<file path="src/hdl/stereo_peak_meter_decay_top_macros.svh">
// assertion macros for the stereo peak meter block
// included by the files that check their own logic; no other dependencies
`ifndef STEREO_PEAK_METER_DECAY_TOP_MACROS_SVH
`define STEREO_PEAK_METER_DECAY_TOP_MACROS_SVH
`ifndef SYNTHESIS
// same-cycle implication
`define SPM_ASSERT_IMPL(lbl, clk, rst, ante, cons, msg) \
   lbl: assert property (@(posedge clk) disable iff (rst) (ante) |-> (cons)) else $error(msg);
// next-cycle implication
`define SPM_ASSERT_NEXT(lbl, clk, rst, ante, cons, msg) \
   lbl: assert property (@(posedge clk) disable iff (rst) (ante) |=> (cons)) else $error(msg);
`else
`define SPM_ASSERT_IMPL(lbl, clk, rst, ante, cons, msg)
`define SPM_ASSERT_NEXT(lbl, clk, rst, ante, cons, msg)
`endif
`endif

</file>
<file path="src/hdl/spm_pkg.sv">
// shared constants, types and helpers of the stereo peak meter
// no dependencies
package spm_pkg;

   localparam int SLOTS       = 64;
   localparam int SAMPLE_BITS = 16;
   localparam int FUNC_W      = 3;
   localparam int SLOT_W      = 6;
   localparam int LEVEL_W     = 10;
   localparam int DISP_W      = 18;
   localparam int DECAY_W     = 16;
   localparam int SLOT_IDX_W  = (SLOTS > 1) ? $clog2(SLOTS) : 1;

   localparam logic [LEVEL_W-1:0] LEVEL_MAX    = LEVEL_W'(1000);
   localparam logic [DECAY_W-1:0] DECAY_RESET  = DECAY_W'(55706);
   localparam logic [SLOT_W:0]    SLOT_LIMIT   = (SLOT_W+1)'(SLOTS);

   typedef enum logic [FUNC_W-1:0] {
      FUNC_SAMPLE = 3'd0,
      FUNC_TICK   = 3'd1,
      FUNC_READ   = 3'd2,
      FUNC_OPEN   = 3'd3,
      FUNC_CLOSE  = 3'd4
   } spm_func_type;

   // item after the input register, sample levels already scaled
   typedef struct packed {
      logic [FUNC_W-1:0]  func;
      logic [SLOT_W-1:0]  slot;
      logic [LEVEL_W-1:0] lvl_left;
      logic [LEVEL_W-1:0] lvl_right;
   } spm_stage_type;

   // one slot's stored meter state
   typedef struct packed {
      logic [LEVEL_W-1:0] peak_left;
      logic [LEVEL_W-1:0] peak_right;
      logic [DISP_W-1:0]  disp_left;
      logic [DISP_W-1:0]  disp_right;
   } spm_entry_type;

   localparam int ENTRY_W = $bits(spm_entry_type);

   // update decision handed back to the top level
   typedef struct packed {
      logic               write;
      logic               set_live;
      logic               clear_live;
      logic               result;
      spm_entry_type      entry;
      logic [LEVEL_W-1:0] level_left;
      logic [LEVEL_W-1:0] level_right;
   } spm_upd_type;

   function automatic logic slot_in_range(logic [SLOT_W-1:0] s);
      return {1'b0, s} < SLOT_LIMIT;
   endfunction

endpackage

</file>
<file path="src/hdl/spm_scale.sv">
// scales one signed sample to a 0..1000 meter level, rounded and saturated
// depends on spm_pkg
module spm_scale (
   input  logic signed [spm_pkg::SAMPLE_BITS-1:0] sample,
   output logic [spm_pkg::LEVEL_W-1:0]            level
);
   import spm_pkg::*;

   localparam int PROD_W = SAMPLE_BITS + LEVEL_W;
   localparam logic [PROD_W-1:0] HALF = PROD_W'(1) << (SAMPLE_BITS - 2);

   logic [SAMPLE_BITS-1:0] mag;
   logic [PROD_W-1:0]      prod;
   logic [PROD_W-1:0]      rounded;
   logic [LEVEL_W:0]       lvl;

   // two's complement magnitude, most negative value stays as full scale
   assign mag     = sample[SAMPLE_BITS-1] ? (~sample + 1'b1) : sample;
   assign prod    = PROD_W'(mag) * PROD_W'(1000);
   assign rounded = prod + HALF;
   assign lvl     = rounded[SAMPLE_BITS-1 +: LEVEL_W+1];
   assign level   = (lvl > {1'b0, LEVEL_MAX}) ? LEVEL_MAX : lvl[LEVEL_W-1:0];
endmodule

</file>
<file path="config.mk">
export PLATFORM = sky130hd
export DESIGN_NAME = spm_scale
export DESIGN_NICKNAME = d
export VERILOG_FILES = /design/src/hdl/stereo_peak_meter_decay_top_macros.svh /design/src/hdl/spm_pkg.sv /design/src/hdl/spm_scale.sv
export SDC_FILE = /design/constraint.sdc
export NUM_CORES = 1
export LEC_CHECK = 0
export ABC_AREA = 1
export BUFFER_PORTS_ARGS = -buffer_cell sky130_fd_sc_hd__buf_2
export CORE_ASPECT_RATIO = 1.4
export CORE_UTILIZATION = 60
export DETAILED_ROUTE_END_ITERATION = 16
export GPL_ROUTABILITY_DRIVEN = 0
export PLACE_DENSITY = 0.86
export SYNTH_ARGS = -nofsm -noshare
export SYNTH_HDL_FRONTEND = slang
export SYNTH_SLANG_ARGS = --single-unit
export TNS_END_PERCENT = 30
</file>
<file path="constraint.sdc">
create_clock -name vclk -period 7.6
set_input_delay 0.76 -clock vclk [all_inputs]
set_output_delay 0.76 -clock vclk [all_outputs]
set_load 0.01 [all_outputs]
</file>
== Word level (Yosys, flattened, before mapping) ==
Cells that the tools add are included.

* Flip-flop bits (word level): 0
* Input bits: 16
* Output and inout port bits: 10
* Word-level logic and storage cells: 7

* Add/subtract/negate cells: 2
* Multiply operators: 1
* Magnitude comparators: 1
* Mux-type cells: 2
* Bitwise operators: 1

{| class="wikitable"
|+ Operators with widths
! cell !! number
|-
| adder 26 x 15 -> 26 bit (second input constant) || 1
|-
| multiplier 16 x 7 -> 23 bit (second input constant) || 1
|-
| adder 16 x 1 -> 16 bit (second input constant) || 1
|-
| 2-to-1 mux 16 bit || 1
|-
| NOT 16 bit || 1
|-
| > comparator 11 x 10 -> 1 bit (second input constant) || 1
|-
| 2-to-1 mux 10 bit || 1
|}

== Longest topological paths before layout ==
* Depth after elaboration: 7
* Depth in mapped cells: 39
* Gate-level depth less buffers: 39

== Worst setup path before layout ==
No wires, ideal clock.

* Path kind: input to output
* Start point: input sample[4] (netlist name)
* End point: output level[0] (netlist name)
* Arrival: 5.943 ns
* Required time: 6.840 ns
* Setup slack: 0.897 ns
* Stages: 31
* Path buffers: 0
* Cell sequence: nor2_1 inv_1 nor2_1 nand3_1 nor3_1 inv_1 o31ai_2 xor2_1 nand2_1 inv_1 nor2_1 ha_1 inv_1 fa_1 inv_1 fa_1 inv_1 fa_1 inv_1 ha_1 a21oi_1 nor2_1 a211oi_2 nand2_4 a21oi_4 xor2_2 nand3_1 xor2_1 nand2_4 nand2_4 nor2_2

* Cells in the longest elaborated chain, start to end: 7

{| class="wikitable"
|+ RTL lines
! item !! RTL line !! text
|-
| from (decl) || spm_scale.sv:4 || <nowiki>input logic signed [spm_pkg::SAMPLE_BITS-1:0] sample,</nowiki>
|-
| NOT 16 bit || spm_scale.sv:18 || <nowiki>assign mag = sample[SAMPLE_BITS-1] ? (~sample + 1'b1) : sample;</nowiki>
|-
| adder 16 x 1 -> 16 bit || spm_scale.sv:18 ||
|-
| 2-to-1 mux 16 bit * || spm_scale.sv:18 ||
|-
| multiplier 16 x 7 -> 23 bit * || spm_scale.sv:19 || <nowiki>assign prod = PROD_W'(mag) * PROD_W'(1000);</nowiki>
|-
| adder 26 x 15 -> 26 bit * || spm_scale.sv:20 || <nowiki>assign rounded = prod + HALF;</nowiki>
|-
| > comparator 11 x 10 -> 1 bit || spm_scale.sv:22 || <nowiki>assign level = (lvl > {1'b0, LEVEL_MAX}) ? LEVEL_MAX : lvl[LEVEL_W-1:0];</nowiki>
|-
| 2-to-1 mux 10 bit * || spm_scale.sv:22 ||
|-
| to (decl) || spm_scale.sv:5 || <nowiki>output logic [spm_pkg::LEVEL_W-1:0] level</nowiki>
|}

Mark *: on every way between the ends. The rest lies on a longest branch, timed or not.

== Worst setup path in the final report ==
* Start point: input sample[2] (netlist name)
* End point: output level[0] (netlist name)

The elaborated chain is that of the path after synthesis.

==> summary.md <==
| Metric | Value |
|---|---|
| Site Rows | `32` |
| CP Capture Type | `output pin` |
| CLK BUF | `0` |
| Worst Hold Class | `in -> out` |
| Die height | `slightly above 90 um` |
| F_max | `about 140 MHz` |
| Crit-path max FO | `6` |
| Detailed router's first-iteration violation count | `between 100 and 150` |
| First-pass DRT Iterations | `4` |
| Synth Instances | `510` |
| Synth unique cells | `37` |
| First-pass GRT wire length | `13200 um` |
| Ratio of cells with drive above 1 in the final layout | `between 10% and 20%` |
| Number of global-route vias before repair | `approximately 3400` |
| Highest-count cells in the layout ignoring fill and taps | `inv_1 (124), nand2_1 (103), ha_1 (46)` |
| Die area | `approximately 6200 um^2` |
| Vias | `between 3000 and 4000` |
| Syn Std Cell Area | `~3500 um^2` |
| Inserted Diodes | `0` |
| Total number of yosys warnings | `0` |
| Vias per cell | `around 5.2` |
| Reg area | `0 um^2` |
| Met3 routed WL | `between 200 and 250 um` |
| Status | `finished clean` |
| Post-Syn Nets | `about 620` |
| Post-layout min period | `between 7000 and 8000 ps` |
| Max-slew violations | `0` |
| Final period utilization | `94.1%` |
| Max Cap Viol | `0` |
| Initial Util | `approximately 63%` |
| Hold Violations, Final | `0` |
| Nets | `approximately 660` |
| Area Growth Syn to Fin | `11.5%` |
| Commonest non-fill, non-tap cell in the layout | `inv_1` |
| DRC | `0` |
| Fillers | `approximately 450` |
| Die X | `between 60 and 70 um` |
| Worst EP required | `roughly 6800 ps` |
| Worst Hold Path Cells | `12` |
| I/O pins | `26` |
| CP most frequent cell | `nand2_1` |
| Startpoint Class | `input pin` |
| Crit path DAT | `around 6400 ps` |
| Total wire length | `about 7600 um` |
| Routed WL per cell | `12.4 um` |
| Global route overflow | `0` |
| ANT nets after route | `0` |
| Crit path kind | `in -> out` |
| Crit path largest cell delay | `510 ps` |
| Core area | `approximately 5600 um^2` |
| Dpl ws | `~260 ps` |
| WL met1 | `2880 um` |
| Worst-Margin Slew | `a little under 600 ps` |
| Port bufs | `26` |
| Pin count of the biggest net entering global routing | `14` |
| Hold slack | `2590 ps` |
| Max Used Layer | `met4` |
| Initial antenna violation count | `0` |
| DP HPWL | `~6500 um` |
| Worst setup margin | `about 450 ps` |
| Global-route usage over all layers | `about a quarter` |
| Syn avg cell area | `between 6 and 7 um^2` |
| WL met2 | `around 4400 um` |
| Sequential area share after synthesis | `0%` |
| Final setup fails | `0` |
| Slew headroom | `60.6%` |
| Seq Cell Count | `0` |
| CP max-delay cell | `fa_1` |
[synthesized netlist by cell type, drive strengths merged]
cell	instances	share of area, %
a211oi	1	0.35
a21boi	4	0.85
a21o	1	0.21
a21oi	21	3.3
and2	2	0.35
buf	1	0.14
clkinv	1	0.14
fa	44	25
ha	48	17
inv	130	14
nand2	119	14
nand3	30	5.4
nand3b	5	1.2
nand4	2	0.35
nor2	46	6.2
nor3	9	1.6
nor4	1	0.18
o21ai	15	2.2
o21bai	1	0.21
o31ai	1	0.35
or2	4	0.71
xnor2	5	1.5
xor2	19	4.9
[stage by stage]
stage	std cells	util, %	area (um^2)	setup TNS [ps]
after floorplan	510	-	3530	0
after global placement	612	68.0	3810	0
after detailed placement	612	68.0	3810	0
after CTS	612	68.0	3810	0
after global routing	615	70.3	3940	-230
final	615	70.3	3940	0
[final timing paths]
kind / start / end / slack, ps
worst max-delay path: sample[2] / level[0] / 450
worst min-delay path: sample[2] / level[0] / 2590
[timing repair]
action | in CTS | in global routing
setup buffers | 0 | 3
hold buffers | 0 | 0
resized for setup | 0 | 18
endpoints found under the setup margin | 0 | 10
[layout make-up]
type               count  area, um^2  share of cell area, %
inverters            131         493                   12.5
multi-input cells    378        3140                   79.7
well taps             68        85.1                   2.16
repair buffers        38         220                   5.59
[critical path: cells and delay by family]
family,cells,cell delay (ps)
AND/OR/NAND/NOR,18,2140
adder cells (fa/ha/maj),5,2010
XOR/XNOR,2,660
AO/OA/AOI/OAI,2,420
buffers and inverters,4,400
[cells by family after synthesis]
kind of cell               synth area share, %
adders and majority gates                 41.9
xor gates and xnor gates                  6.38
buffers and inverters                     14.1
AOI/OAI and AO/OA                         7.51
and+or+nand+nor                           30.1
[routing by layer]
metal | track usage, % | vias to the layer above
met1 | 28.9 | 1488
met3 | 1.60 | 18
met4 | 5.32 | 0
met5 | 0 | -
met2 | 53.2 | 92
li1 | - | 1621
Power is not shown: default switching activity piles up to over one toggle a cycle in this logic, so the estimate is an artifact.
