## src/hdl/stereo_peak_meter_decay_top_macros.svh

```systemverilog
// assertion macros for the stereo peak meter block
// included by the files that check their own logic; no other dependencies
`ifndef STEREO_PEAK_METER_DECAY_TOP_MACROS_SVH
`define STEREO_PEAK_METER_DECAY_TOP_MACROS_SVH
`ifndef SYNTHESIS
// same-cycle implication
`define SPM_ASSERT_IMPL(lbl, clk, rst, ante, cons, msg) \
   lbl: assert property (@(posedge clk) disable iff (rst) (ante) |-> (cons)) else $error(msg);
// next-cycle implication
`define SPM_ASSERT_NEXT(lbl, clk, rst, ante, cons, msg) \
   lbl: assert property (@(posedge clk) disable iff (rst) (ante) |=> (cons)) else $error(msg);
`else
`define SPM_ASSERT_IMPL(lbl, clk, rst, ante, cons, msg)
`define SPM_ASSERT_NEXT(lbl, clk, rst, ante, cons, msg)
`endif
`endif

```

## src/hdl/spm_ram.sv

```systemverilog
// generic single write port, single read port ram with registered read
// no dependencies
module spm_ram #(
   parameter int WIDTH = 8,
   parameter int DEPTH = 16
) (
   input  logic                                     clock,
   input  logic                                     we,
   input  logic [((DEPTH > 1) ? $clog2(DEPTH) : 1)-1:0] waddr,
   input  logic [WIDTH-1:0]                         wdata,
   input  logic                                     re,
   input  logic [((DEPTH > 1) ? $clog2(DEPTH) : 1)-1:0] raddr,
   output logic [WIDTH-1:0]                         rdata
);
   logic [WIDTH-1:0] mem_ff [DEPTH];
   logic [WIDTH-1:0] rdata_ff;

   always_ff @(posedge clock) begin
      if (we) begin
         mem_ff[waddr] <= wdata;
      end
      if (re) begin
         rdata_ff <= mem_ff[raddr];
      end
   end

   assign rdata = rdata_ff;
endmodule

```

## config.mk

```make
export PLATFORM = sky130hd
export DESIGN_NAME = spm_ram
export DESIGN_NICKNAME = d
export VERILOG_FILES = /design/src/hdl/stereo_peak_meter_decay_top_macros.svh /design/src/hdl/spm_ram.sv
export SDC_FILE = /design/constraint.sdc
export NUM_CORES = 1
export LEC_CHECK = 0
export BUFFER_PORTS_ARGS = -buffer_cell sky130_fd_sc_hd__buf_4
export CAP_MARGIN = 40
export CORE_MARGIN = 4
export CORE_UTILIZATION = 55
export DETAILED_ROUTE_END_ITERATION = 8
export HOLD_SLACK_MARGIN = 0.02
export PLACE_DENSITY = 0.78
export SYNTH_ARGS = -nofsm -noshare
export SYNTH_HDL_FRONTEND = slang
export SYNTH_SLANG_ARGS = --single-unit
```

## constraint.sdc

```tcl
create_clock -name clock -period 2.4 [get_ports clock]
set_clock_uncertainty 0.1 [all_clocks]
set_input_delay 0.36 -clock clock [delete_from_list [all_inputs] [get_ports clock]]
set_output_delay 0.36 -clock clock [all_outputs]
set_load 0.01 [all_outputs]
```

After elaboration in Yosys (flattened, before gate mapping)
Memory sizes are Yosys's and may differ from the RTL's. A register that Yosys moved wholly into a read port is not among the register bits.
Index checks and enable logic that the tools add are counted.
{ "totals": {"wordCells": 3, "latch_bits": 0, "reg_bits": 0, "out_inout_bits": 8, "mem_count": 1, "in_bits": 19, "mem_bits_rw": 128, "romBits": 0} }
{ "op_classes": {"div_mod_pow": 0, "magnitude_cmp": 0, "shifts": 0, "mul": 0, "muxes": 2, "n_reduce_logical": 0, "n_bitwise": 0, "n_eq_ne": 0, "add_sub_neg": 0} }
{ "memory_table": {"columns": ["name", "words", "word_bits", "read_ports", "rd_ports_with_merged_regs", "wr", "line_no", "rtl"], "rows": [
  ["mem_ff", 16, 8, 1, 1, 1, "spm_ram.sv:15", "logic [WIDTH-1:0] mem_ff [DEPTH];"]
]} }
{ "ops": {"columns": ["operator", "n"], "rows": [
  ["1-bit two-way mux", 2]
]} }

Depth between registers and ports, before layout
Gate-level depths: netlist of the first run.
{ "depth": {"ltp_word": 2, "ltp_mapped": 5, "mapped_depth_nobuf": 3} }

Worst setup path after synthesis of the first run
OpenSTA, ideal clock, no wires.
{ "synth_timing": {"kind": "input to register", "startpoint": "input port waddr[2] (netlist name)", "endpoint": "memory mem_ff[0][0], enable pin", "path_slack_ps": 447, "t_arrival_ps": 1470, "setup_ps": 383, "required_ps": 1917, "path_stages": 2, "path_buffers": 0, "path_cell_list": "or3b_2 > nor3_1"} }
{ "synth_rtl": {"columns": ["item", "line_no", "rtl"], "rows": [
  ["from (decl)", "spm_ram.sv:9", "input logic [((DEPTH > 1) ? $clog2(DEPTH) : 1)-1:0] waddr,"],
  ["to (decl)", "spm_ram.sv:15", null]
]} }
Straight into the memory's write port.

==> results of run 1 <==
==> repair_timing <==
action,4_1_cts,5_1_grt
hold buffers,1,0
endpoints found under the hold margin,4,0
gates resized for setup,0,0
==> worst max-delay path: stages, from the launching register on <==
cell,delay [ps]
edfxtp_1,370
mux4_2,460
a22oi_1,300
nand2_1,140
==> worst min path at each step <==
stage	from	endpoint	slack, ps	depth (start not counted)
2_1_floorplan	wdata[0]	mem_ff[0][0]	360	0
3_3_place_gp	wdata[1]	mem_ff[14][1]	560	1
3_5_place_dp	re	rdata[7]	560	1
4_1_cts	wdata[1]	mem_ff[10][1]	30	1
5_1_grt	wdata[1]	mem_ff[13][1]	50	1
6_report	wdata[1]	mem_ff[12][1]	60	1
==> layout make-up <==
cell class,count,area share
timing repair buffer,46,0.0590
sequential,136,0.646
tap,129,0.0255
multi-input combinational,83,0.167
clock inverter,12,0.0354
clock buffer,20,0.0673
==> cells by family (layout without fill, tap and decap cells) <==
| kind of cell | count (synthesis) | after routing | share of synthesized area |
|---|---|---|---|
| compound gates | 16 | 16 | 0.0230 |
| buf+inv | 10 | 78 | 0.0165 |
| flops | 136 | 136 | 0.781 |
| mux | 32 | 32 | 0.148 |
| simple gates | 35 | 35 | 0.0314 |
==> per-stage QoR <==
step,hold slack [ps],util,setup WS (ps),instances,instance area [um^2]
after CTS,34.4,0.684,768,426,6320
final,55.5,0.684,770,426,6320
after global routing,50.9,0.684,717,426,6320
after floorplan,359,-,447,229,5230
after global placement,559,0.613,298,393,5670
after detailed placement,558,0.613,292,393,5670
==> per-layer routing <==
metal  wire length, um  global-route usage  up-vias  part of all wire
met5                 0                   0        -                 0
met4               218              0.0842        0             0.022
met3               698              0.0514       14             0.072
met2              4930               0.302      109              0.51
met1              3910               0.265     1262              0.40
li1                  -                   -     1092                 -
==> cell usage in the layout, fill, tap and decap left out, types with 2 or more instances in the layout <==
cell type and count:
a22oi_1 16, buf_12 2, buf_4 43, bufinv_16 6
clkbuf_1 3, clkbuf_16 16, clkinv_2 2, clkinv_4 3
edfxtp_1 136, mux4_1 14, mux4_2 18, nand2_1 9
nand2b_1 2, nand3b_1 2, nor2_1 13, nor3_1 4
==> power by group <==
group	total (mW)	switching, mW	internal (mW)	leakage (nW)
clock network	2.82	0.920	1.90	0.313
registers	2.69	0.0155	2.68	1.24
logic	0.261	0.140	0.121	0.609
==> state kept, by name, indices dropped and copies added, names as in the netlist <==
| register | count |
|---|---|
| rdata | 8 |
| mem_ff | 128 |
==> flow_summary.yaml, run 1 <==
outcome:
  status: "finished clean"
setup_path:
  cp.required_ps: 2540
  critPathMaxFanout: 1
  critical_path_class: "reg -> reg"
  crit_end: "rdata[7]"
  r2r_start: "mem_ff[2][7]"
  reg2reg_to: "rdata[7]"
  reg2reg_depth: 3
  crit_arrival_ps: 1770
  cp-startpoint: "mem_ff[2][7]"
  crit_path_end_kind: "flop"
  reg2reg_slack_ps: 770
  startpoint_type: "flop"
route:
  drc: 0
  firstDrtPassIters: 6
  viasPerCell: 5.81
  drt-total-wl_um: 9760
  wire_per_inst_um: 22.9
  route.vias.total: 2477
  ant_nets: 0
  first_iter_violations: 239
global_route:
  gr-total-overflow: 0
  antenna_found_initial: 0
  grt_pass1_wl_um: 15600
  grt_use_total: 0.195
  grt_max_degree: 33
  grt_pass1_vias: 2634
layout:
  n_antenna_cell: 0
  fin_nets: 303
  ff_latch_area_mm2: 0.00408
  area_growth_pct: 21.0
  num-fill-cells: 567
  drive_gt1_frac: 0.313
  multi_input_area_mm2: 0.00106
clocking:
  cts_root_buf: "clkbuf_8"
  cts_tree: "yes"
  cts_setup_buffers: 0
  htree_num_levels: 4
  cts_sinks: 136
  cts_buffers: 17
  path_clk_slew_ps: 60
  cts.path.max_buffers: 2
  clock_latency_ps: 500
pwr:
  irDropWorstVdd_v: 0.000560
  leakagePower_nw: 2.16
  p_per_area_mw_per_mm2: 912
  power_mw: 5.77
die:
  start_util: 0.566
  die_width_um: 105
  dieArea_mm2: 0.0111
  coreArea_mm2: 0.00924
  chipHeight_um: 105
  rows: 35
  pin_count: 27
logic_synthesis:
  ys_ff_latch: 136
  syn_avg_cell_area_um2: 22.8
  netlist_top_cells_count: "edfxtp_1 (136), mux4_2 (18), a22oi_1 (16)"
  synth_area_leader_cell: "edfxtp_1"
  yosysWarnings: 0
  synthFlopType: "edfxtp_1"
  yosysMostFrequentCell: "edfxtp_1"
  postSynthCellCount: 229
  synth.distinct_cells: 18
  synth-edff-count: 136
  synthTopCellsByArea: "edfxtp_1 (78%), mux4_2 (7.8%), mux4_1 (7.0%), a22oi_1 (2.3%), nor2_1 (0.93%)"
  synthArstFlopShare: 0
  netlist_area_mm2: 0.00523
  ys_seq_area_frac: 0.781
  yosysTopAreaCellShare: 0.781
  syn_nets: 248
sta:
  setup_viol: 0
  tightest_slew_ps: 784
  relSlewSlack: 0.477
  slew_violations: 0
  rsz0062_at_grt: "false"
  fin_crit_sh: 0.679
  timing.fmax_ghz: 0.614
  period_needed_ps: 1630
  tns_ps: 0
  hold_viol_final: 0
placement:
  io_buffers: 26
  hpwl_um: 6000
  gp_congestion: 0.704
worst_hold_path:
  hp-class: "in -> reg"
job:
  cap_viol_max_count: 0
No activity file was read; power rests on OpenSTA's default activity.
==> run 2: changes to the inputs <==
clock period = 1.5 ns   (was 2.4 ns; I/O delays follow)
==> run 2 against run 1 <==
Effect of this change: the flow now finishes with violations (setup timing); sequential cell count unchanged; hold slack improved by 84 ps; power increased by 57%; clock power increased by 52%; maximum frequency increased by 6.6%; register-to-register slack got worse by 800 ps; largest cell class unchanged; highest routed layer unchanged.
==> flow_summary.yaml, run 2 (synthesis results as in run 1) <==
sta:
  rsz0062_at_grt: "true"
  fin_ws_ps: -28.7
  hold_ws_ps: 139
  relSlewSlack: 0.403
  tightest_slew_ps: 894
  period_needed_ps: 1530
  hold_viol_final: 0
  fin_crit_sh: 1.02
  slew_violations: 0
  tns_ps: -118
  setup_viol: 6
  timing.fmax_ghz: 0.654
route:
  wire_per_inst_um: 24.0
  drc: 0
  top_layer_used: "met4"
  wl_met1_um: 4310
  route.vias.total: 2589
  firstDrtPassIters: 4
  first_iter_violations: 240
  viasPerCell: 5.86
  drt-total-wl_um: 10600
  ant_nets: 0
  route.met2.wl_um: 5360
  routed-wl-met3_um: 758
layout:
  num-fill-cells: 534
  largest_reg_flops: 128
  stdcell_area_mm2: 0.00645
  area_growth_pct: 23.4
  final_cell_mix: "edfxtp_1 (136), buf_4 (49), mux4_2 (31), clkbuf_16 (16), nor2_1 (13)"
  n_antenna_cell: 0
  regMostFlops: "mem_ff"
  fin_nets: 319
  layout_commonest_cell: "edfxtp_1"
  drive_gt1_frac: 0.399
setup_path:
  crit_arrival_ps: 1690
  critPathSlowestCell: "mux4_1"
  worst-path-buf-inv: 0
  critPathMaxStageDelay_ps: 490
  cp_cell_sequence: "mux4_1 -> a22oi_1 -> nand2_1"
  critPathMaxFanout: 1
  startpoint_type: "flop"
  critical_path_class: "reg -> reg"
  crit_path_end_kind: "flop"
  critPathTopFamily: "multiplexers"
  cp.required_ps: 1660
clocking:
  cts_tree: "yes"
  clock_latency_ps: 520
  cts.path.max_buffers: 2
  path_clk_slew_ps: 60
  cts_root_buf: "clkbuf_8"
  cts_buffers: 17
  cts_setup_buffers: 0
  cts_sinks: 136
  htree_num_levels: 4
pwr:
  leakagePower_nw: 2.16
  p_per_area_mw_per_mm2: 1410
  irDropWorstVdd_v: 0.00114
die:
  chipHeight_um: 105
  start_util: 0.566
  coreArea_mm2: 0.00924
  pin_count: 27
  rows: 35
  die_width_um: 105
  dieArea_mm2: 0.0111
global_route:
  grt_use_total: 0.208
  grt_pass1_vias: 2723
  gr-total-overflow: 0
  grt_max_degree: 20
  antenna_found_initial: 0
  grt_pass1_wl_um: 16300
placement:
  dpl_cell_area_mm2: 0.00572
  gp_congestion: 0.792
  io_buffers: 26
  hpwl_um: 6710
  dpl_worst_slack_ps: -309
outcome:
  violations: "setup timing"
  status: "complete, but fails checks"
worst_hold_path:
  hp-class: "in -> reg"
job:
  cap_viol_max_count: 0
## run 2: worst paths after layout
check,from,end,slack [ps],cells after the start
worst min register to register,mem_ff[9][0],rdata[0],670,3
worst max register to register,mem_ff[2][0],rdata[0],-30,3
worst max-delay path,mem_ff[2][0],rdata[0],-30,3
worst min-delay path,waddr[0],mem_ff[0][3],140,3
## run 2: metal layers
layer  vias up  track usage
li1       1111            -
met1      1359        0.283
met2       103        0.327
met3        16       0.0533
met4         0       0.0842
met5         -            0
## run 2: final cells by class
cell class / instances / area (um^2) / area share
clock buffers: 17 / 414 / 0.0642
clock inverters: 15 / 200 / 0.0310
multi-input cells: 83 / 1050 / 0.163
flip-flops and latches: 136 / 4080 / 0.633
well taps: 129 / 161 / 0.0250
repair buffers: 62 / 538 / 0.0834
## run 2: worst min-delay path, delay by kind of cell
kind / cells / cell delay, ps
buffers and inverters: 2 / 300
and+or+nand+nor: 1 / 50
## run 2: through the flow
stage / instances / total power, mW / util
6_report: 442 / 9.08 / 0.698
5_1_grt: 442 / 9.33 / 0.698
4_1_cts: 442 / 9.13 / 0.698
3_5_place_dp: 401 / 4.85 / 0.619
3_3_place_gp: 401 / 4.83 / 0.619
2_1_floorplan: 229 / 4.62 / -
## run 2: power breakdown
group	internal, mW	switching (mW)	leakage (nW)	total [mW]
clock network	2.70	1.58	0.280	4.28
logic	0.236	0.255	0.642	0.491
registers	4.28	0.0264	1.24	4.31
## run 2: timing repair
| item | CTS | global route |
|---|---|---|
| gates cloned | 0 | 0 |
| hold endpoints to repair | 136 | 0 |
| resized for setup | 5 | 1 |
| endpoints found under the setup margin | 6 | 8 |
| hold buffers | 9 | 0 |
