[src/hdl/stereo_peak_meter_decay_top_macros.svh]
// assertion macros for the stereo peak meter block
// included by the files that check their own logic; no other dependencies
`ifndef STEREO_PEAK_METER_DECAY_TOP_MACROS_SVH
`define STEREO_PEAK_METER_DECAY_TOP_MACROS_SVH
`ifndef SYNTHESIS
// same-cycle implication
`define SPM_ASSERT_IMPL(lbl, clk, rst, ante, cons, msg) \
   lbl: assert property (@(posedge clk) disable iff (rst) (ante) |-> (cons)) else $error(msg);
// next-cycle implication
`define SPM_ASSERT_NEXT(lbl, clk, rst, ante, cons, msg) \
   lbl: assert property (@(posedge clk) disable iff (rst) (ante) |=> (cons)) else $error(msg);
`else
`define SPM_ASSERT_IMPL(lbl, clk, rst, ante, cons, msg)
`define SPM_ASSERT_NEXT(lbl, clk, rst, ante, cons, msg)
`endif
`endif

[src/hdl/spm_pkg.sv]
// shared constants, types and helpers of the stereo peak meter
// no dependencies
package spm_pkg;

   localparam int SLOTS       = 64;
   localparam int SAMPLE_BITS = 16;
   localparam int FUNC_W      = 3;
   localparam int SLOT_W      = 6;
   localparam int LEVEL_W     = 10;
   localparam int DISP_W      = 18;
   localparam int DECAY_W     = 16;
   localparam int SLOT_IDX_W  = (SLOTS > 1) ? $clog2(SLOTS) : 1;

   localparam logic [LEVEL_W-1:0] LEVEL_MAX    = LEVEL_W'(1000);
   localparam logic [DECAY_W-1:0] DECAY_RESET  = DECAY_W'(55706);
   localparam logic [SLOT_W:0]    SLOT_LIMIT   = (SLOT_W+1)'(SLOTS);

   typedef enum logic [FUNC_W-1:0] {
      FUNC_SAMPLE = 3'd0,
      FUNC_TICK   = 3'd1,
      FUNC_READ   = 3'd2,
      FUNC_OPEN   = 3'd3,
      FUNC_CLOSE  = 3'd4
   } spm_func_type;

   // item after the input register, sample levels already scaled
   typedef struct packed {
      logic [FUNC_W-1:0]  func;
      logic [SLOT_W-1:0]  slot;
      logic [LEVEL_W-1:0] lvl_left;
      logic [LEVEL_W-1:0] lvl_right;
   } spm_stage_type;

   // one slot's stored meter state
   typedef struct packed {
      logic [LEVEL_W-1:0] peak_left;
      logic [LEVEL_W-1:0] peak_right;
      logic [DISP_W-1:0]  disp_left;
      logic [DISP_W-1:0]  disp_right;
   } spm_entry_type;

   localparam int ENTRY_W = $bits(spm_entry_type);

   // update decision handed back to the top level
   typedef struct packed {
      logic               write;
      logic               set_live;
      logic               clear_live;
      logic               result;
      spm_entry_type      entry;
      logic [LEVEL_W-1:0] level_left;
      logic [LEVEL_W-1:0] level_right;
   } spm_upd_type;

   function automatic logic slot_in_range(logic [SLOT_W-1:0] s);
      return {1'b0, s} < SLOT_LIMIT;
   endfunction

endpackage

[src/hdl/spm_update.sv]
// per-item update of one meter slot: peak hold, tick attack/decay, read, open, close
// depends on spm_pkg
module spm_update (
   input  spm_pkg::spm_stage_type          stage,
   input  spm_pkg::spm_entry_type          entry,
   input  logic                            live,
   input  logic [spm_pkg::DECAY_W-1:0]     decay,
   output spm_pkg::spm_upd_type            upd
);
   import spm_pkg::*;

   localparam int PROD_W = DISP_W + DECAY_W;

   logic                slot_ok;
   logic [DISP_W-1:0]   att_left;
   logic [DISP_W-1:0]   att_right;
   logic [PROD_W-1:0]   prod_left;
   logic [PROD_W-1:0]   prod_right;
   logic [DISP_W-1:0]   tick_left;
   logic [DISP_W-1:0]   tick_right;
   logic [DISP_W:0]     rnd_left;
   logic [DISP_W:0]     rnd_right;
   logic [LEVEL_W:0]    lvl_left;
   logic [LEVEL_W:0]    lvl_right;

   assign slot_ok = slot_in_range(stage.slot);

   // fast attack to the held peak, otherwise exponential decay
   assign att_left   = {entry.peak_left, 8'd0};
   assign att_right  = {entry.peak_right, 8'd0};
   assign prod_left  = PROD_W'(entry.disp_left) * PROD_W'(decay);
   assign prod_right = PROD_W'(entry.disp_right) * PROD_W'(decay);
   assign tick_left  = (att_left >= entry.disp_left) ? att_left : prod_left[DECAY_W +: DISP_W];
   assign tick_right = (att_right >= entry.disp_right) ? att_right
                                                       : prod_right[DECAY_W +: DISP_W];

   // round half up to whole units
   assign rnd_left  = {1'b0, entry.disp_left} + (DISP_W+1)'(128);
   assign rnd_right = {1'b0, entry.disp_right} + (DISP_W+1)'(128);
   assign lvl_left  = rnd_left[8 +: LEVEL_W+1];
   assign lvl_right = rnd_right[8 +: LEVEL_W+1];

   always_comb begin
      upd             = '0;
      upd.entry       = entry;
      upd.level_left  = '0;
      upd.level_right = '0;
      case (spm_func_type'(stage.func))
         FUNC_SAMPLE: begin
            upd.write = live;
            if (stage.lvl_left > entry.peak_left) begin
               upd.entry.peak_left = stage.lvl_left;
            end
            if (stage.lvl_right > entry.peak_right) begin
               upd.entry.peak_right = stage.lvl_right;
            end
         end
         FUNC_TICK: begin
            upd.write             = live;
            upd.entry.peak_left   = '0;
            upd.entry.peak_right  = '0;
            upd.entry.disp_left   = tick_left;
            upd.entry.disp_right  = tick_right;
         end
         FUNC_READ: begin
            upd.result = 1'b1;
            if (live) begin
               upd.level_left  = (lvl_left > {1'b0, LEVEL_MAX}) ? LEVEL_MAX
                                                                : lvl_left[LEVEL_W-1:0];
               upd.level_right = (lvl_right > {1'b0, LEVEL_MAX}) ? LEVEL_MAX
                                                                 : lvl_right[LEVEL_W-1:0];
            end
         end
         FUNC_OPEN: begin
            upd.write    = slot_ok;
            upd.set_live = slot_ok;
            upd.entry    = '0;
         end
         FUNC_CLOSE: begin
            upd.write      = slot_ok;
            upd.clear_live = slot_ok;
            upd.entry      = '0;
         end
         default: begin
            upd.write = 1'b0;
         end
      endcase
   end
endmodule

[config.mk]
export PLATFORM = sky130hd
export DESIGN_NAME = spm_update
export DESIGN_NICKNAME = d
export VERILOG_FILES = /design/src/hdl/stereo_peak_meter_decay_top_macros.svh /design/src/hdl/spm_pkg.sv /design/src/hdl/spm_update.sv
export SDC_FILE = /design/constraint.sdc
export NUM_CORES = 1
export LEC_CHECK = 0
export ABC_AREA = 1
export BUFFER_PORTS_ARGS = -buffer_cell sky130_fd_sc_hd__buf_2
export CAP_MARGIN = 20
export CORE_MARGIN = 1.5
export CORE_UTILIZATION = 53
export DETAILED_ROUTE_END_ITERATION = 6
export GPL_ROUTABILITY_DRIVEN = 0
export GPL_TIMING_DRIVEN = 1
export PLACE_DENSITY = 0.72
export REMOVE_ABC_BUFFERS = 1
export SLEW_MARGIN = 40
export SYNTH_ARGS = -nofsm -noshare
export SYNTH_HDL_FRONTEND = slang
export SYNTH_SLANG_ARGS = --single-unit
[constraint.sdc]
create_clock -name vclk -period 8
set_input_delay 1.2 -clock vclk [all_inputs]
set_output_delay 1.2 -clock vclk [all_outputs]
set_load 0.01 [all_outputs]
Word-level counts from Yosys, hierarchy flattened
Index checks and enable logic that the tools add are counted.
{"block": "op_classes", "multipliers": 2, "magnitude_cmp": 6, "reduce_logical": 4, "muxes": 14, "n_eq_ne": 4, "n_addsub": 2}
{"cell": "36-bit case mux with 2 select lines", "n": 1}
{"cell": "18-bit by 16-bit multiplier with 34-bit output", "n": 2}
{"cell": "10-bit two-way mux", "n": 4}
{"cell": "20-bit two-way mux", "n": 2}
{"cell": "20-bit case mux with 2 select lines", "n": 1}
{"cell": "18-bit by 8-bit adder with 19-bit output, second input constant", "n": 2}
{"cell": "18-bit >= comparator", "n": 2}
{"cell": "18-bit two-way mux", "n": 2}
{"cell": "11-bit by 10-bit > comparator with 1-bit output, second input constant", "n": 2}
{"cell": "10-bit > comparator", "n": 2}
{"cell": "3-bit by 2-bit == test with 1-bit output, second input constant", "n": 2}
{"cell": "2-bit OR reduction", "n": 2}
{"cell": "3-bit by 1-bit == test with 1-bit output, second input constant", "n": 1}
{"cell": "3-bit == test, second input constant", "n": 1}
{"cell": "3-bit zero test", "n": 1}
{"cell": "1-bit two-way mux", "n": 3}
{"cell": "3-bit OR reduction", "n": 1}
{"cell": "1-bit case mux with 2 select lines", "n": 1}
{"block": "totals", "elab_cells": 32, "ff_bits": 0}

Depth between registers and ports, before layout
{"block": "depth", "ltp_word": 5, "mapped_depth": 27, "depth_no_buf": 25}

Worst setup path after synthesis
OpenSTA, ideal clock, no wires.
{"block": "synth_timing", "path_type": "input to output", "start": "input port decay[7] in the netlist's numbering", "end": "output port upd[43] in the netlist's numbering", "arrival_ns": 6.175, "path_buffers": 2, "path_slack_ns": 0.625, "path_stages": 22, "t_required_ns": 6.800, "path_cell_list": "clkbuf_1 > clkbuf_1 > nand2_1 > fa_1 > inv_1 > fa_1 > inv_1 > fa_1 > inv_1 > fa_1 > fa_1 > inv_1 > fa_1 > inv_1 > ha_1 > a21oi_1 > o21ai_0 > a21oi_1 > nand2_1 > or2_2 > nand3_1 > nand2_1"}
{"element": "start, declared", "line": "spm_update.sv:7", "rtl": "input logic [spm_pkg::DECAY_W-1:0] decay,"}
{"element": "end, declared", "line": "spm_update.sv:8", "rtl": "output spm_pkg::spm_upd_type upd"}

==> impl_metrics.yaml <==
critical_path:
  crit_path_cell_trace: "clkbuf_4 > buf_6 > nand2_1 > fa_1 > inv_1 > fa_1 > fa_1 > fa_1 > fa_1 > inv_1 > fa_1 > inv_1 > ha_1 > a21oi_2 > o21ai_0 > a21oi_1 > nor2_1 > nor2_1 > nand2_1 > nand2_1 > nand3_1 > nand2_1 > nand2_1 > buf_2"
  crit_top_cell: "fa_1"
  worst_setup_path_end_kind: "primary output"
  startpoint_type: "input port"
  crit_buf_inv: 6
  critPathRequiredTime_ns: 6.80
  slowest_stage: "fa_1"
  cp.arrival_ns: 6.55
  cpLargestDelayFamily: "adder cells"
  critical_path_class: "in -> out"
  cp_max_fo: 10
  slowest_delay_ns: 0.57
synth:
  ys_warn_count: 0
  synth-seq-area-share: 0
  synth_area_um2: 22600
  syn_area_per_cell_um2: 6.88
  synthCells: 3282
  yosysUniqueCellTypes: 41
sta:
  min_period_ns: 7.75
  fmax_mhz: 129
  relSlewSlack: 0.458
  drv_slew: 0
  setup_viol: 0
  post-route-period-util: 0.969
  worst_pin_slew_ns: 0.813
  hold_viol: 0
  tns_ns: 0
drt:
  route.vias.total: 20100
  drt_first_iter_violations: 1293
  drt-pass1-iter-count: 5
  antenna_left: 0
  wl_per_cell_um: 15.2
  drc: 0
  wirelength_mm: 59.9
  via_per_inst: 5.09
clock_network:
  holdBufCountCts: 0
  post_cts_buffers: 0
  cts_resized: 0
floorplan:
  core_um2: 41900
  initial_core_util: 0.538
  ios: 182
  num_rows: 75
  dieArea_um2: 43800
  die_h_um: 209
  die_x_um: 209
min_path:
  min-delay-start: "stage[28]"
  holdPathEnd: "upd[78]"
  worstHoldPathType: "in -> out"
  hold_path_depth: 3
finish:
  fin_nets: 4207
  nClkBuffers: 0
  seq_cell_count: 0
  multi_input_area_um2: 18600
  nFillCells: 3958
  instances_no_fill: 3954
  seq_area_um2: 0
  drive_gt1_frac: 0.0941
  area_growth_pct: 8.47
placed_design:
  io_buffer_count: 176
  dp_hpwl_mm: 50.9
  numPlacedInstances: 3952
grt:
  antenna_found_initial: 2
  grt_pass1_wl_mm: 102
  grt_max_degree: 37
  grtUsageTotal: 0.286
  grt_pass1_vias: 20600
  grt-ovfl-total: 0
run:
  drv_cap: 0
run_status:
  status: "finished clean"
-- cell type report --
class / instances / share of cell area
antenna: 2 / 0.000204
multi-input combinational: 2236 / 0.761
timing repair buffer: 281 / 0.0737
tap: 539 / 0.0276
inverter: 896 / 0.138
-- tightest hold or removal path: cells and delay by family --
family / cells / cell delay [ns]
buffers and inverters: 2 / 0.25
and+or+nand+nor: 1 / 0.05
-- worst max-delay path by stage --
stage | start | to | slack [ns] | cells after the start
after floorplan | decay[4] | upd[43] | 1.18 | 22
after global placement | decay[4] | upd[36] | 0.14 | 28
after detailed placement | decay[4] | upd[36] | 0.10 | 28
after CTS | decay[4] | upd[36] | 0.09 | 28
after global routing | entry[25] | upd[50] | -0.002 | 24
final | decay[7] | upd[51] | 0.25 | 24
-- through the flow --
step	hold slack [ns]	utilization	setup slack [ns]	cell area [um^2]
3_5_place_dp	2.70	0.580	0.101	24300
5_1_grt	2.72	0.583	-0.00202	24500
2_1_floorplan	2.45	-	1.18	21900
4_1_cts	2.70	0.580	0.0898	24300
6_report	2.71	0.583	0.249	24500
3_3_place_gp	2.69	0.580	0.137	24300
-- per-layer routing --
metal / global-route usage / part of all wire
met1: 0.394 / 0.44
met2: 0.486 / 0.47
met3: 0.0308 / 0.068
met4: 0.0662 / 0.026
met5: 0 / 0
-- logic make-up after synthesis --
kind of cell / count (synthesis) / synth area share
simple gates: 1289 / 0.229
compound gates: 232 / 0.0545
buf+inv: 1046 / 0.177
fa+ha+maj: 690 / 0.530
xor+xnor: 25 / 0.0100
-- cells in the mapped netlist (all sizes together) --
| cell type | number | share of area |
|---|---|---|
| a21boi | 2 | 0.00067 |
| a21o | 3 | 0.0010 |
| a21oi | 113 | 0.025 |
| a31oi | 1 | 0.00028 |
| and3 | 1 | 0.00028 |
| buf | 57 | 0.012 |
| clkbuf | 93 | 0.015 |
| clkinv | 4 | 0.00067 |
| fa | 442 | 0.39 |
| ha | 248 | 0.14 |
| inv | 892 | 0.15 |
| nand2 | 971 | 0.16 |
| nand3 | 100 | 0.023 |
| nand3b | 6 | 0.0020 |
| nand4 | 14 | 0.0042 |
| nor2 | 161 | 0.028 |
| nor3 | 31 | 0.0083 |
| nor4 | 3 | 0.00083 |
| o2111ai | 1 | 0.00039 |
| o211ai | 1 | 0.00033 |
| o21a | 5 | 0.0017 |
| o21ai | 87 | 0.019 |
| o21bai | 9 | 0.0030 |
| o22ai | 10 | 0.0028 |
| or2 | 2 | 0.00055 |
| xnor2 | 9 | 0.0035 |
| xor2 | 16 | 0.0065 |
-- cell usage in the layout (no fill, tap or decap), drive strengths merged --
cell     netlist  layout
clkinv         4       4
nor2         161     161
clkbuf        93      18
xor2          16      16
a21o           3       3
buf           57     263
o211ai         1       1
or2            2       2
o21ai         87      87
a31oi          1       1
o21bai         9       9
o22ai         10      10
nor3          31      31
nor4           3       3
nand3        100     100
and3           1       1
diode          0       2
a21oi        113     113
a21boi         2       2
xnor2          9       9
nand4         14      14
nand3b         6       6
o21a           5       5
nand2        971     971
o2111ai        1       1
fa           442     442
inv          892     892
ha           248     248
Power is left out: the tool's default activity adds up to more than one toggle a clock period on the data nets, which glitch-free logic cannot reach.
